<file path="config.mk">
export PLATFORM = sky130hd
export DESIGN_NAME = utf8_to_ucs2_hex_encoder
export DESIGN_NICKNAME = d
export VERILOG_FILES = /design/src/rtl/core/u2h_pkg.sv /design/src/rtl/core/u2h_front.sv /design/src/rtl/core/u2h_queue.sv /design/src/rtl/core/u2h_back.sv /design/src/rtl/core/utf8_to_ucs2_hex_encoder.sv
export VERILOG_INCLUDE_DIRS = /design/src /design/src/rtl/core
export SDC_FILE = /design/constraint.sdc
export NUM_CORES = 1
export LEC_CHECK = 0
export BUFFER_PORTS_ARGS = -buffer_cell sky130_fd_sc_hd__buf_2
export CORE_MARGIN = 4
export CORE_UTILIZATION = 45
export DETAILED_ROUTE_END_ITERATION = 8
export GPL_ROUTABILITY_DRIVEN = 1
export PLACE_DENSITY_LB_ADDON = 0.3
export SLEW_MARGIN = 20
export SYNTH_ARGS = -nofsm -noshare
export SYNTH_HDL_FRONTEND = slang
export SYNTH_SLANG_ARGS = --single-unit
</file>
<file path="constraint.sdc">
create_clock -name clk -period 2.62 [get_ports clk]
set_input_delay 0.655 -clock clk [delete_from_list [all_inputs] [get_ports clk]]
set_output_delay 0.655 -clock clk [all_outputs]
set_load 0.01 [all_outputs]
</file>
<file path="src/rtl/core/utf8_to_ucs2_hex_encoder_assert.svh">
// Assertion macros for the UTF-8 to UCS-2 hex encoder RTL (used by u2h_queue).
// Expects a clock named clk and a synchronous active-high reset named rst in scope.
`ifndef UTF8_TO_UCS2_HEX_ENCODER_ASSERT_SVH
`define UTF8_TO_UCS2_HEX_ENCODER_ASSERT_SVH

// Condition must hold in the same cycle as the trigger.
`define U2H_ASSERT_NOW(lbl, trig, cond, msg) \
  lbl: assert property (@(posedge clk) disable iff (rst) (trig) |-> (cond)) else $error(msg);

// Condition must hold in the cycle after the trigger.
`define U2H_ASSERT_NEXT(lbl, trig, cond, msg) \
  lbl: assert property (@(posedge clk) disable iff (rst) (trig) |=> (cond)) else $error(msg);

`endif

</file>
<file path="src/rtl/core/u2h_pkg.sv">
// Shared types, constants and helpers for the UTF-8 to UCS-2 hex encoder.
// No dependencies.
`default_nettype none

package u2h_pkg;

  localparam int QUEUE_DEPTH_DEF = 2;

  localparam logic [7:0] ASCII_MASK = 8'h80;
  localparam logic [7:0] LEAD2_MASK = 8'hE0;
  localparam logic [7:0] LEAD2_CODE = 8'hC0;
  localparam logic [7:0] LEAD3_MASK = 8'hF0;
  localparam logic [7:0] LEAD3_CODE = 8'hE0;

  localparam logic [1:0] LAST_DIGIT = 2'd3;

  typedef struct packed {
    logic [15:0] code;
    logic        last;
  } code_item_t;

  typedef struct packed {
    logic full;
    logic empty;
  } queue_status_t;

  function automatic logic [6:0] nibble_to_ascii(input logic [3:0] n);
    logic [6:0] r;
    if (n < 4'd10) begin
      r = 7'h30 + {3'b000, n};
    end else begin
      r = 7'h37 + {3'b000, n};
    end
    return r;
  endfunction

endpackage

`default_nettype wire

</file>
<file path="src/rtl/core/u2h_front.sv">
// Front end: accepts UTF-8 bytes, gathers multi-byte characters, pushes codes.
// Depends on u2h_pkg.
`default_nettype none

module u2h_front (
  input  wire                     clk,
  input  wire                     rst,
  input  wire                     s_tvalid,
  output logic                    s_tready,
  input  wire  [7:0]              s_tdata,   // [7:0] in_byte
  input  wire                     s_tlast,   // end_of_text
  input  u2h_pkg::queue_status_t  q_status,
  output logic                    push,
  output u2h_pkg::code_item_t     push_item
);
  import u2h_pkg::*;

  logic [1:0]  pending, pending_next, pending_dec;
  logic [15:0] acc, acc_next, merged, lead_bits;
  logic        emit;
  logic [15:0] code;
  logic        accept;

  assign s_tready = !q_status.full;
  assign accept   = s_tvalid && s_tready;

  always_comb begin
    pending_next = pending;
    acc_next     = acc;
    emit         = 1'b0;
    code         = '0;
    pending_dec  = pending - 2'd1;
    merged       = (pending == 2'd2) ? (acc | {4'b0, s_tdata[5:0], 6'b0})
                                     : (acc | {10'b0, s_tdata[5:0]});
    lead_bits    = '0;
    if (pending != 2'd0) begin
      if (pending_dec == 2'd0 || s_tlast) begin
        emit         = 1'b1;
        code         = merged;
        pending_next = 2'd0;
        acc_next     = '0;
      end else begin
        pending_next = pending_dec;
        acc_next     = merged;
      end
    end else if ((s_tdata & ASCII_MASK) == 8'h00) begin
      emit = 1'b1;
      code = {8'b0, s_tdata};
    end else if ((s_tdata & LEAD2_MASK) == LEAD2_CODE ||
                 (s_tdata & LEAD3_MASK) == LEAD3_CODE) begin
      if ((s_tdata & LEAD2_MASK) == LEAD2_CODE) begin
        lead_bits    = {5'b0, s_tdata[4:0], 6'b0};
        pending_next = 2'd1;
      end else begin
        lead_bits    = {s_tdata[3:0], 12'b0};
        pending_next = 2'd2;
      end
      acc_next = lead_bits;
      // cut short by end of text: emit what is gathered and drop back to idle
      if (s_tlast) begin
        emit         = 1'b1;
        code         = lead_bits;
        pending_next = 2'd0;
        acc_next     = '0;
      end
    end else begin
      // stray continuation or four-byte / invalid lead
      emit = 1'b1;
    end
  end

  always_ff @(posedge clk) begin
    if (rst) begin
      pending <= 2'd0;
      acc     <= '0;
    end else if (accept) begin
      pending <= pending_next;
      acc     <= acc_next;
    end
  end

  assign push           = accept && emit;
  assign push_item.code = code;
  assign push_item.last = s_tlast;

endmodule

`default_nettype wire

</file>
<file path="src/rtl/core/u2h_queue.sv">
// Short register queue of character codes between front and back ends.
// Depends on u2h_pkg and utf8_to_ucs2_hex_encoder_assert.svh.
`default_nettype none
`include "utf8_to_ucs2_hex_encoder_assert.svh"

module u2h_queue #(
  parameter int DEPTH = u2h_pkg::QUEUE_DEPTH_DEF
) (
  input  wire                     clk,
  input  wire                     rst,
  input  wire                     push,
  input  u2h_pkg::code_item_t     push_item,
  input  wire                     pop,
  output u2h_pkg::code_item_t     head,
  output u2h_pkg::queue_status_t  status
);
  import u2h_pkg::*;

  localparam int PTR_W = $clog2(DEPTH);
  localparam int CNT_W = $clog2(DEPTH + 1);

  code_item_t        slots [DEPTH];
  logic [PTR_W-1:0]  wr_ptr, rd_ptr;
  logic [CNT_W-1:0]  count;

  assign status.full  = (count == CNT_W'(DEPTH));
  assign status.empty = (count == '0);
  assign head         = slots[rd_ptr];

  always_ff @(posedge clk) begin
    if (push) begin
      slots[wr_ptr] <= push_item;
    end
  end

  always_ff @(posedge clk) begin
    if (rst) begin
      wr_ptr <= '0;
      rd_ptr <= '0;
      count  <= '0;
    end else begin
      if (push) begin
        wr_ptr <= (wr_ptr == PTR_W'(DEPTH - 1)) ? '0 : wr_ptr + 1'b1;
      end
      if (pop) begin
        rd_ptr <= (rd_ptr == PTR_W'(DEPTH - 1)) ? '0 : rd_ptr + 1'b1;
      end
      if (push && !pop) begin
        count <= count + 1'b1;
      end else if (pop && !push) begin
        count <= count - 1'b1;
      end
    end
  end

  `U2H_ASSERT_NOW(a_no_push_full, push, !status.full || pop, "push into full queue")
  `U2H_ASSERT_NOW(a_no_pop_empty, pop, !status.empty, "pop from empty queue")
  `U2H_ASSERT_NEXT(a_push_fills, push && !pop, !status.empty, "queue empty after push")
  `U2H_ASSERT_NOW(a_count_range, 1'b1, count <= CNT_W'(DEPTH), "queue count out of range")

endmodule

`default_nettype wire

</file>
<file path="src/rtl/core/u2h_back.sv">
// Back end: takes codes from the queue and streams four hex digits each.
// Depends on u2h_pkg.
`default_nettype none

module u2h_back (
  input  wire                     clk,
  input  wire                     rst,
  input  u2h_pkg::code_item_t     head,
  input  u2h_pkg::queue_status_t  q_status,
  output logic                    pop,
  output logic                    m_tvalid,
  input  wire                     m_tready,
  output logic [7:0]              m_tdata,   // [6:0] hex_char, [7] zero
  output logic                    m_tuser,   // group_end
  output logic                    m_tlast    // text_end
);
  import u2h_pkg::*;

  logic        busy;
  logic [15:0] code;
  logic        last;
  logic [1:0]  digit;
  logic [3:0]  nibble;
  logic        take;
  logic        final_digit;

  assign take        = m_tvalid && m_tready;
  assign final_digit = (digit == LAST_DIGIT);
  assign pop         = !q_status.empty && (!busy || (take && final_digit));

  always_comb begin
    case (digit)
      2'd0:    nibble = code[15:12];
      2'd1:    nibble = code[11:8];
      2'd2:    nibble = code[7:4];
      default: nibble = code[3:0];
    endcase
  end

  always_ff @(posedge clk) begin
    if (rst) begin
      busy  <= 1'b0;
      digit <= 2'd0;
    end else if (pop) begin
      busy  <= 1'b1;
      digit <= 2'd0;
    end else if (take) begin
      // advance to the next digit, or go idle after the last one
      if (final_digit) begin
        busy <= 1'b0;
      end
      digit <= digit + 2'd1;
    end
  end

  always_ff @(posedge clk) begin
    if (pop) begin
      code <= head.code;
      last <= head.last;
    end
  end

  assign m_tvalid = busy;
  assign m_tdata  = {1'b0, nibble_to_ascii(nibble)};
  assign m_tuser  = final_digit;
  assign m_tlast  = final_digit && last;

endmodule

`default_nettype wire

</file>
<file path="src/rtl/core/utf8_to_ucs2_hex_encoder.sv">
// Top level of the UTF-8 to UCS-2 hex encoder: front end, code queue, back end.
// Depends on u2h_pkg, u2h_front, u2h_queue, u2h_back.
//
//  channel | dir | tdata           | tuser     | tlast
//  s_*     | in  | in_byte[7:0]    | -         | end_of_text
//  m_*     | out | hex_char[6:0]   | group_end | text_end
//
// Each character code gives four digits, one per cycle while the result side
// does not stall; the back end's digit counter steps through them.
// Bytes are taken one per cycle while the code queue has room (QUEUE_DEPTH).
// Reset is synchronous; no clearing pass.
// A stall on the result side holds the digit; the front keeps taking bytes
// until the queue fills.
`default_nettype none

module utf8_to_ucs2_hex_encoder #(
  parameter int QUEUE_DEPTH = u2h_pkg::QUEUE_DEPTH_DEF
) (
  input  wire        clk,
  input  wire        rst,
  input  wire        s_tvalid,
  output logic       s_tready,
  input  wire  [7:0] s_tdata,   // [7:0] in_byte
  input  wire        s_tlast,   // end_of_text
  output logic       m_tvalid,
  input  wire        m_tready,
  output logic [7:0] m_tdata,   // [6:0] hex_char, [7] zero
  output logic       m_tuser,   // group_end
  output logic       m_tlast    // text_end
);
  import u2h_pkg::*;

  logic          push, pop;
  code_item_t    push_item, head;
  queue_status_t q_status;

  u2h_front u_front (
    .clk       (clk),
    .rst       (rst),
    .s_tvalid  (s_tvalid),
    .s_tready  (s_tready),
    .s_tdata   (s_tdata),
    .s_tlast   (s_tlast),
    .q_status  (q_status),
    .push      (push),
    .push_item (push_item)
  );

  u2h_queue #(.DEPTH(QUEUE_DEPTH)) u_queue (
    .clk       (clk),
    .rst       (rst),
    .push      (push),
    .push_item (push_item),
    .pop       (pop),
    .head      (head),
    .status    (q_status)
  );

  u2h_back u_back (
    .clk      (clk),
    .rst      (rst),
    .head     (head),
    .q_status (q_status),
    .pop      (pop),
    .m_tvalid (m_tvalid),
    .m_tready (m_tready),
    .m_tdata  (m_tdata),
    .m_tuser  (m_tuser),
    .m_tlast  (m_tlast)
  );

endmodule

`default_nettype wire

</file>
# Yosys cells after proc, flatten, opt, wreduce, memory -nomap -nowiden
# Memory sizes are Yosys's and may differ from the RTL's. A register that Yosys moved wholly into a read port is not among the register bits.
# Cells that the tools add are included.
# classes
reduce_logical	28
n_addsub	8
n_bitwise	2
eq_ne	8
muxes	34
order_cmp	1
# ops
cell	count
$mux 16	12
$mux 2	8
$or 16x12->16	1
$or 16x6->16	1
$add 6x4->7 const A	2
$mux 1	12
$pmux 4 s3	1
$reduce_bool 2->1	5
$eq 2x2->1 const B	4
$logic_and 1x1->1	8
$logic_not 8->1	1
$mux 7	1
$logic_not 2->1	3
$logic_not 1->1	5
$add 2x1->2 const B	2
$eq 4x4->1 const B	1
$lt 4x4->1 const B	1
$sub 2x1->2 const B	2
$eq 3x3->1 const B	1
$logic_or 1x1->1	3
$reduce_and 3->1	1
$add 1x1->1 const B	2
$eq 2x1->1 const B	1
$ne 2x1->1 const B	1
2 further kinds	2
# totals
memories	1
wordCells	89
ramBits	34
regBits	25
output_inout_bits	12
# memory_table
memory	words	width	read_ports	rd_ports_with_merged_regs	wr	line	source
u_queue.slots	2	17	1	1	1	u2h_queue.sv:22	code_item_t slots [DEPTH];

# Depth between registers and ports, before layout
# logic_depth
word_depth	10
mapped_depth	10

# Modules after synthesis
# A second synthesis with hierarchy kept.
# unflattened
hier_cells	256
area_unflattened_um2	3384.5
# by_module_without_submodules
module	n_inst	area_each_um2	seq_area_each_um2	cells_per_inst
u2h_queue	1	1432.6	1121.1	75
u2h_front	1	1058.5	360.3	115
u2h_back	1	893.4	570.5	66

# Worst setup path after synthesis
# OpenSTA, ideal clock, no wires.
# synth_timing
path_type	input -> register
start	input m_tready
end	register u_queue.count[1]
setup_ps	71
path_stages	6
path_slack_ps	-170
arrival_time_ps	2720
required_time_ps	2549
cell_sequence	nand2_1 > a21oi_1 > inv_1 > ha_1 > or3_1 > a21oi_1
# synth_via
elab_chain_cells	7
elab_cells_between_ends	9
# synth_rtl
item	line	source
start, declared	utf8_to_ucs2_hex_encoder.sv:26	input wire m_tready,
$logic_and 1x1->1 *	u2h_back.sv:27	assign take = m_tvalid && m_tready;
$logic_and 1x1->1 *	u2h_back.sv:29	assign pop = !q_status.empty && (!busy || (take && final_digit));
$logic_or 1x1->1 *	u2h_back.sv:29	
$logic_and 1x1->1 *	u2h_back.sv:29	
net pop	utf8_to_ucs2_hex_encoder.sv:33	logic push, pop;
$logic_not 1->1	u2h_queue.sv:48	if (push && !pop) begin
$logic_and 1x1->1	u2h_queue.sv:48	
$mux 2 or $reduce_bool 2->1 (tied branches)	--	
end signal, assigned	u2h_queue.sv:49	count <= count + 1'b1;
end signal, assigned	u2h_queue.sv:51	count <= count - 1'b1;
end, declared	u2h_queue.sv:24	logic [CNT_W-1:0] count;
# The timed path passes the listed nets; every way through them passes the cells marked *.
# A chain may end at the register's enable or synchronous reset.

# Worst setup path after layout
# layout_timing
start	register u_back.digit[0]
end	output m_tdata[1]
# layout_via
elab_chain_cells	4
elab_cells_between_ends	8
# layout_rtl
item	line	source
start, declared	u2h_back.sv:22	logic [1:0] digit;
start signal, assigned	u2h_back.sv:52	digit <= digit + 2'd1;
$eq 2x2->1 (tied with other cells)	u2h_back.sv:32	case (digit)
$pmux 4 s3 *	u2h_back.sv:32	
$add 6x4->7 (tied with other cells)	u2h_pkg.sv:32	r = 7'h37 + {3'b000, n};
$mux 7 *	u2h_pkg.sv:29	if (n < 4'd10) begin
end, declared	utf8_to_ucs2_hex_encoder.sv:27	output logic [7:0] m_tdata,
# Mark *: on every way between the ends. The rest lies on a longest branch, timed or not.

==> key figures <==
Clock tree
  – Cts bufs inserted: 9
  – CTS tree: yes
  – Worst-Skew Late Latency: roughly 0.34 ns
  – H-tree Lvls: 3
  – CTS Sinks: 76
  – CTS Buffer Depth: 2
  – Clk pin slew, worst setup/hold paths: about 0.070 ns
  – Clk root buf: clkbuf_8

STA
  – RSZ-0062 raised after global routing: yes
  – Maximum clock rate: 379 MHz
  – Slew @ Worst Pin: 0.813 ns
  – Slew Viols, Final: 0
  – Max-slew headroom: 0.458
  – Final hold slack: 0.467 ns
  – Final Cycle Share: 1.01
  – Worst Skew: 0.0120 ns
  – Final Setup Violations: 1
  – Min cycle time layout: between 2 and 3 ns
  – Final WS setup: -0.0207 ns
  – Final Hold Viols: 0

Setup path
  – Reg2Reg Depth: 8
  – Worst R2R Start: u_front.pending[0]
  – CP startpoint kind: flip-flop
  – Worst EP arrival: ~2 ns
  – Crit path cell chain: inv_4 > ha_4 > a22oi_1 > o2bb2ai_4 > ha_4 > a22oi_2 > buf_2
  – Worst R2R End: u_queue.count[1]
  – WS Path Type: reg2out
  – WP data required: between 1.5 and 2 ns
  – R2r setup slk: about 0.4 ns
  – Worst path max stage delay: about 0.38 ns
  – CP max-delay cell: dfxtp_4
  – Start point of the critical path: u_back.digit[0]
  – Critical Path Sink: m_tdata[1]
  – CP most frequent cell: ha_4
  – CP Max Fanout: 6
  – Setup crit end kind: output port

Die
  – # IOs: 25
  – Die height: 94.1 um
  – Starting Density: 0.462
  – CORE AREA: 7210 sq um
  – Chip Width: approximately 94 um
  – DIE AREA: 8850 sq um
  – Rows: 31

Placed design
  – Buffers added on ports: 23
  – Place WS: just over 0.1 ns
  – DP Area: between 3000 and 4000 sq um
  – DP HPWL: between 4000 and 5000 um
  – # placed instances: approximately 370
  – Placer Congestion: just under 0.9

Logic synthesis
  – EDFF count, synth: 51
  – Synth area leader: edfxtp_1
  – Largest cells by area after synthesis: edfxtp_1 (46%), dfxtp_1 (15%), mux2_2 (5.7%)
  – Synth Flop Type: edfxtp_1
  – Ys Warns: 0
  – Area share of the largest cell type after synthesis: 0.459
  – #FFs+latches synth: between 70 and 80
  – Mapped cell area: roughly 3300 sq um
  – Post-Synthesis Cells: around 250
  – Synth Net Count: ~280
  – Post-synth cell types: 46
  – Synth async-reset ratio: 0
  – Syn Area/Cell: around 13 sq um
  – Seq/Total Area, Yosys: 0.609

Route
  – TritonRoute pass-1 iters: 4
  – Antenna-violating nets left: 0
  – DR iter-0 viols: 113
  – Routed WL: 5910 um
  – Avg WL per Cell: 15.0 um
  – DRC viols: 0
  – Vias per cell: between 5 and 6
  – Vias: between 2000 and 2500

Power and ir drop
  – Power per cell area: approximately 880 nW/um^2
  – Static Leak: roughly 1.4 nW
  – Peak supply drop: around 0.00032 V

Run status
  – Failing checks: negative setup slack
  – Status: finished, violations left

Global route
  – Largest net degree at the start of global routing: 21
  – Initial antenna violation count: 0
  – Gr usage total: 0.148
  – First-pass GRT wire length: 9780 um
  – Overflow after GRT: 0
  – Vias in the first global route: ~2000

Finish
  – Final instance area: a little under 4000 sq um
  – Synth-to-layout area growth: 15.5%
  – Layout cells sized above 1: 0.339
  – Final net count: 313
  – Cell Count, Final, Fillers Out: around 390
  – # diodes: 0

Run
  – MaxCap Viol Count: 0

Min path
  – Beginning of the worst hold path: u_front.acc[2]
  – Worst hold path type: reg2reg
worst min-delay path by stage:
stage                      end  slack (ns)  depth (start not counted)
6_report        u_front.acc[2]        0.47                          2
4_1_cts         u_front.acc[2]        0.47                          2
3_3_place_gp    u_front.acc[1]        0.45                          2
5_1_grt        u_front.acc[14]        0.50                          2
3_5_place_dp    u_front.acc[2]        0.45                          2
2_1_floorplan   u_front.acc[1]        0.44                          2
kinds of logic after synthesis:
kind of cell    share of synthesized area
xor+xnor                           0.0158
flops                               0.609
mux                                0.0634
compound gates                      0.137
other cells                       0.00112
buf+inv                            0.0289
fa+ha+maj                          0.0375
simple gates                        0.107
stage by stage:
step                      utilization  power (mW)  setup TNS [ns]
final                           0.534        3.41         -0.0207
after global routing            0.534        3.61          -0.729
after CTS                       0.525        3.34          -0.131
after detailed placement        0.496        2.56               0
after global placement          0.496        2.54               0
after floorplan                     -        2.29               0
metal layers:
metal / wire length (um) / up-vias / GRT usage
met5: 0 / - / 0
met2: 2790 / 59 / 0.225
met3: 242 / 15 / 0.0296
met1: 2690 / 959 / 0.190
met4: 183 / 0 / 0.0963
li1: - / 1018 / -
what timing repair did:
| action | 4_1_cts | 5_1_grt |
|---|---|---|
| pin swaps | 4 | 4 |
| hold buffers | 0 | 0 |
| resized for setup | 11 | 11 |
| buffers inserted | 3 | 2 |
| endpoints found under the setup margin | 6 | 6 |
sequential cells by signal (all words and copies together), names as in the netlist:
name / count
u_queue.slots: 34
u_front.pending: 2
u_back.last: 1
u_queue.rd_ptr: 1
u_queue.count: 2
u_back.digit: 2
u_queue.wr_ptr: 1
u_front.acc: 16
u_back.code: 16
u_back.m_tvalid: 1
power breakdown:
part | switching [mW] | internal, mW | leakage [nW]
clock network | 0.380 | 0.361 | 0.0852
logic | 0.512 | 0.451 | 0.613
registers | 0.123 | 1.58 | 0.690
placed cells by master, fill, tap and decap left out, types with 3 or more instances in the layout:
cell type	instances
buf_2	23
inv_2	3
a21oi_1	17
mux2_2	17
nor2_1	9
edfxtp_1	51
nand2_1	11
o21ai_0	4
ha_1	6
nand3_1	4
buf_4	12
a22o_1	19
nor3_1	5
xnor2_1	3
dfxtp_1	23
xor2_1	3
nor2_2	8
inv_1	7
clkbuf_8	10
nand2_2	3
nand2b_1	5
cell usage after synthesis, types with 4 or more instances:
cell type	number
edfxtp_1	51
dfxtp_1	25
a21oi_1	19
a22o_1	19
mux2_2	17
nand2_1	12
ha_1	10
inv_1	10
nor2_1	9
nor2_2	8
o21ai_0	6
nand2b_1	5
nor3_1	5
nand3_1	4
critical path, delay by kind of cell, from the launching register on:
kind / cells / cell delay [ns]
compound gates: 3 / 0.67
fa+ha+maj: 2 / 0.40
buf+inv: 2 / 0.20
flops: 1 / 0.38
layout make-up:
type | instances | area, sq um
multi-input combinational | 157 | 1280
tap | 99 | 124
fill | 627 | 3360
timing repair buffer | 35 | 205
sequential | 76 | 2040
clock inverter | 4 | 17.5
clock buffer | 12 | 145
inverter | 11 | 43.8
Power figures use the tool's default switching activity.
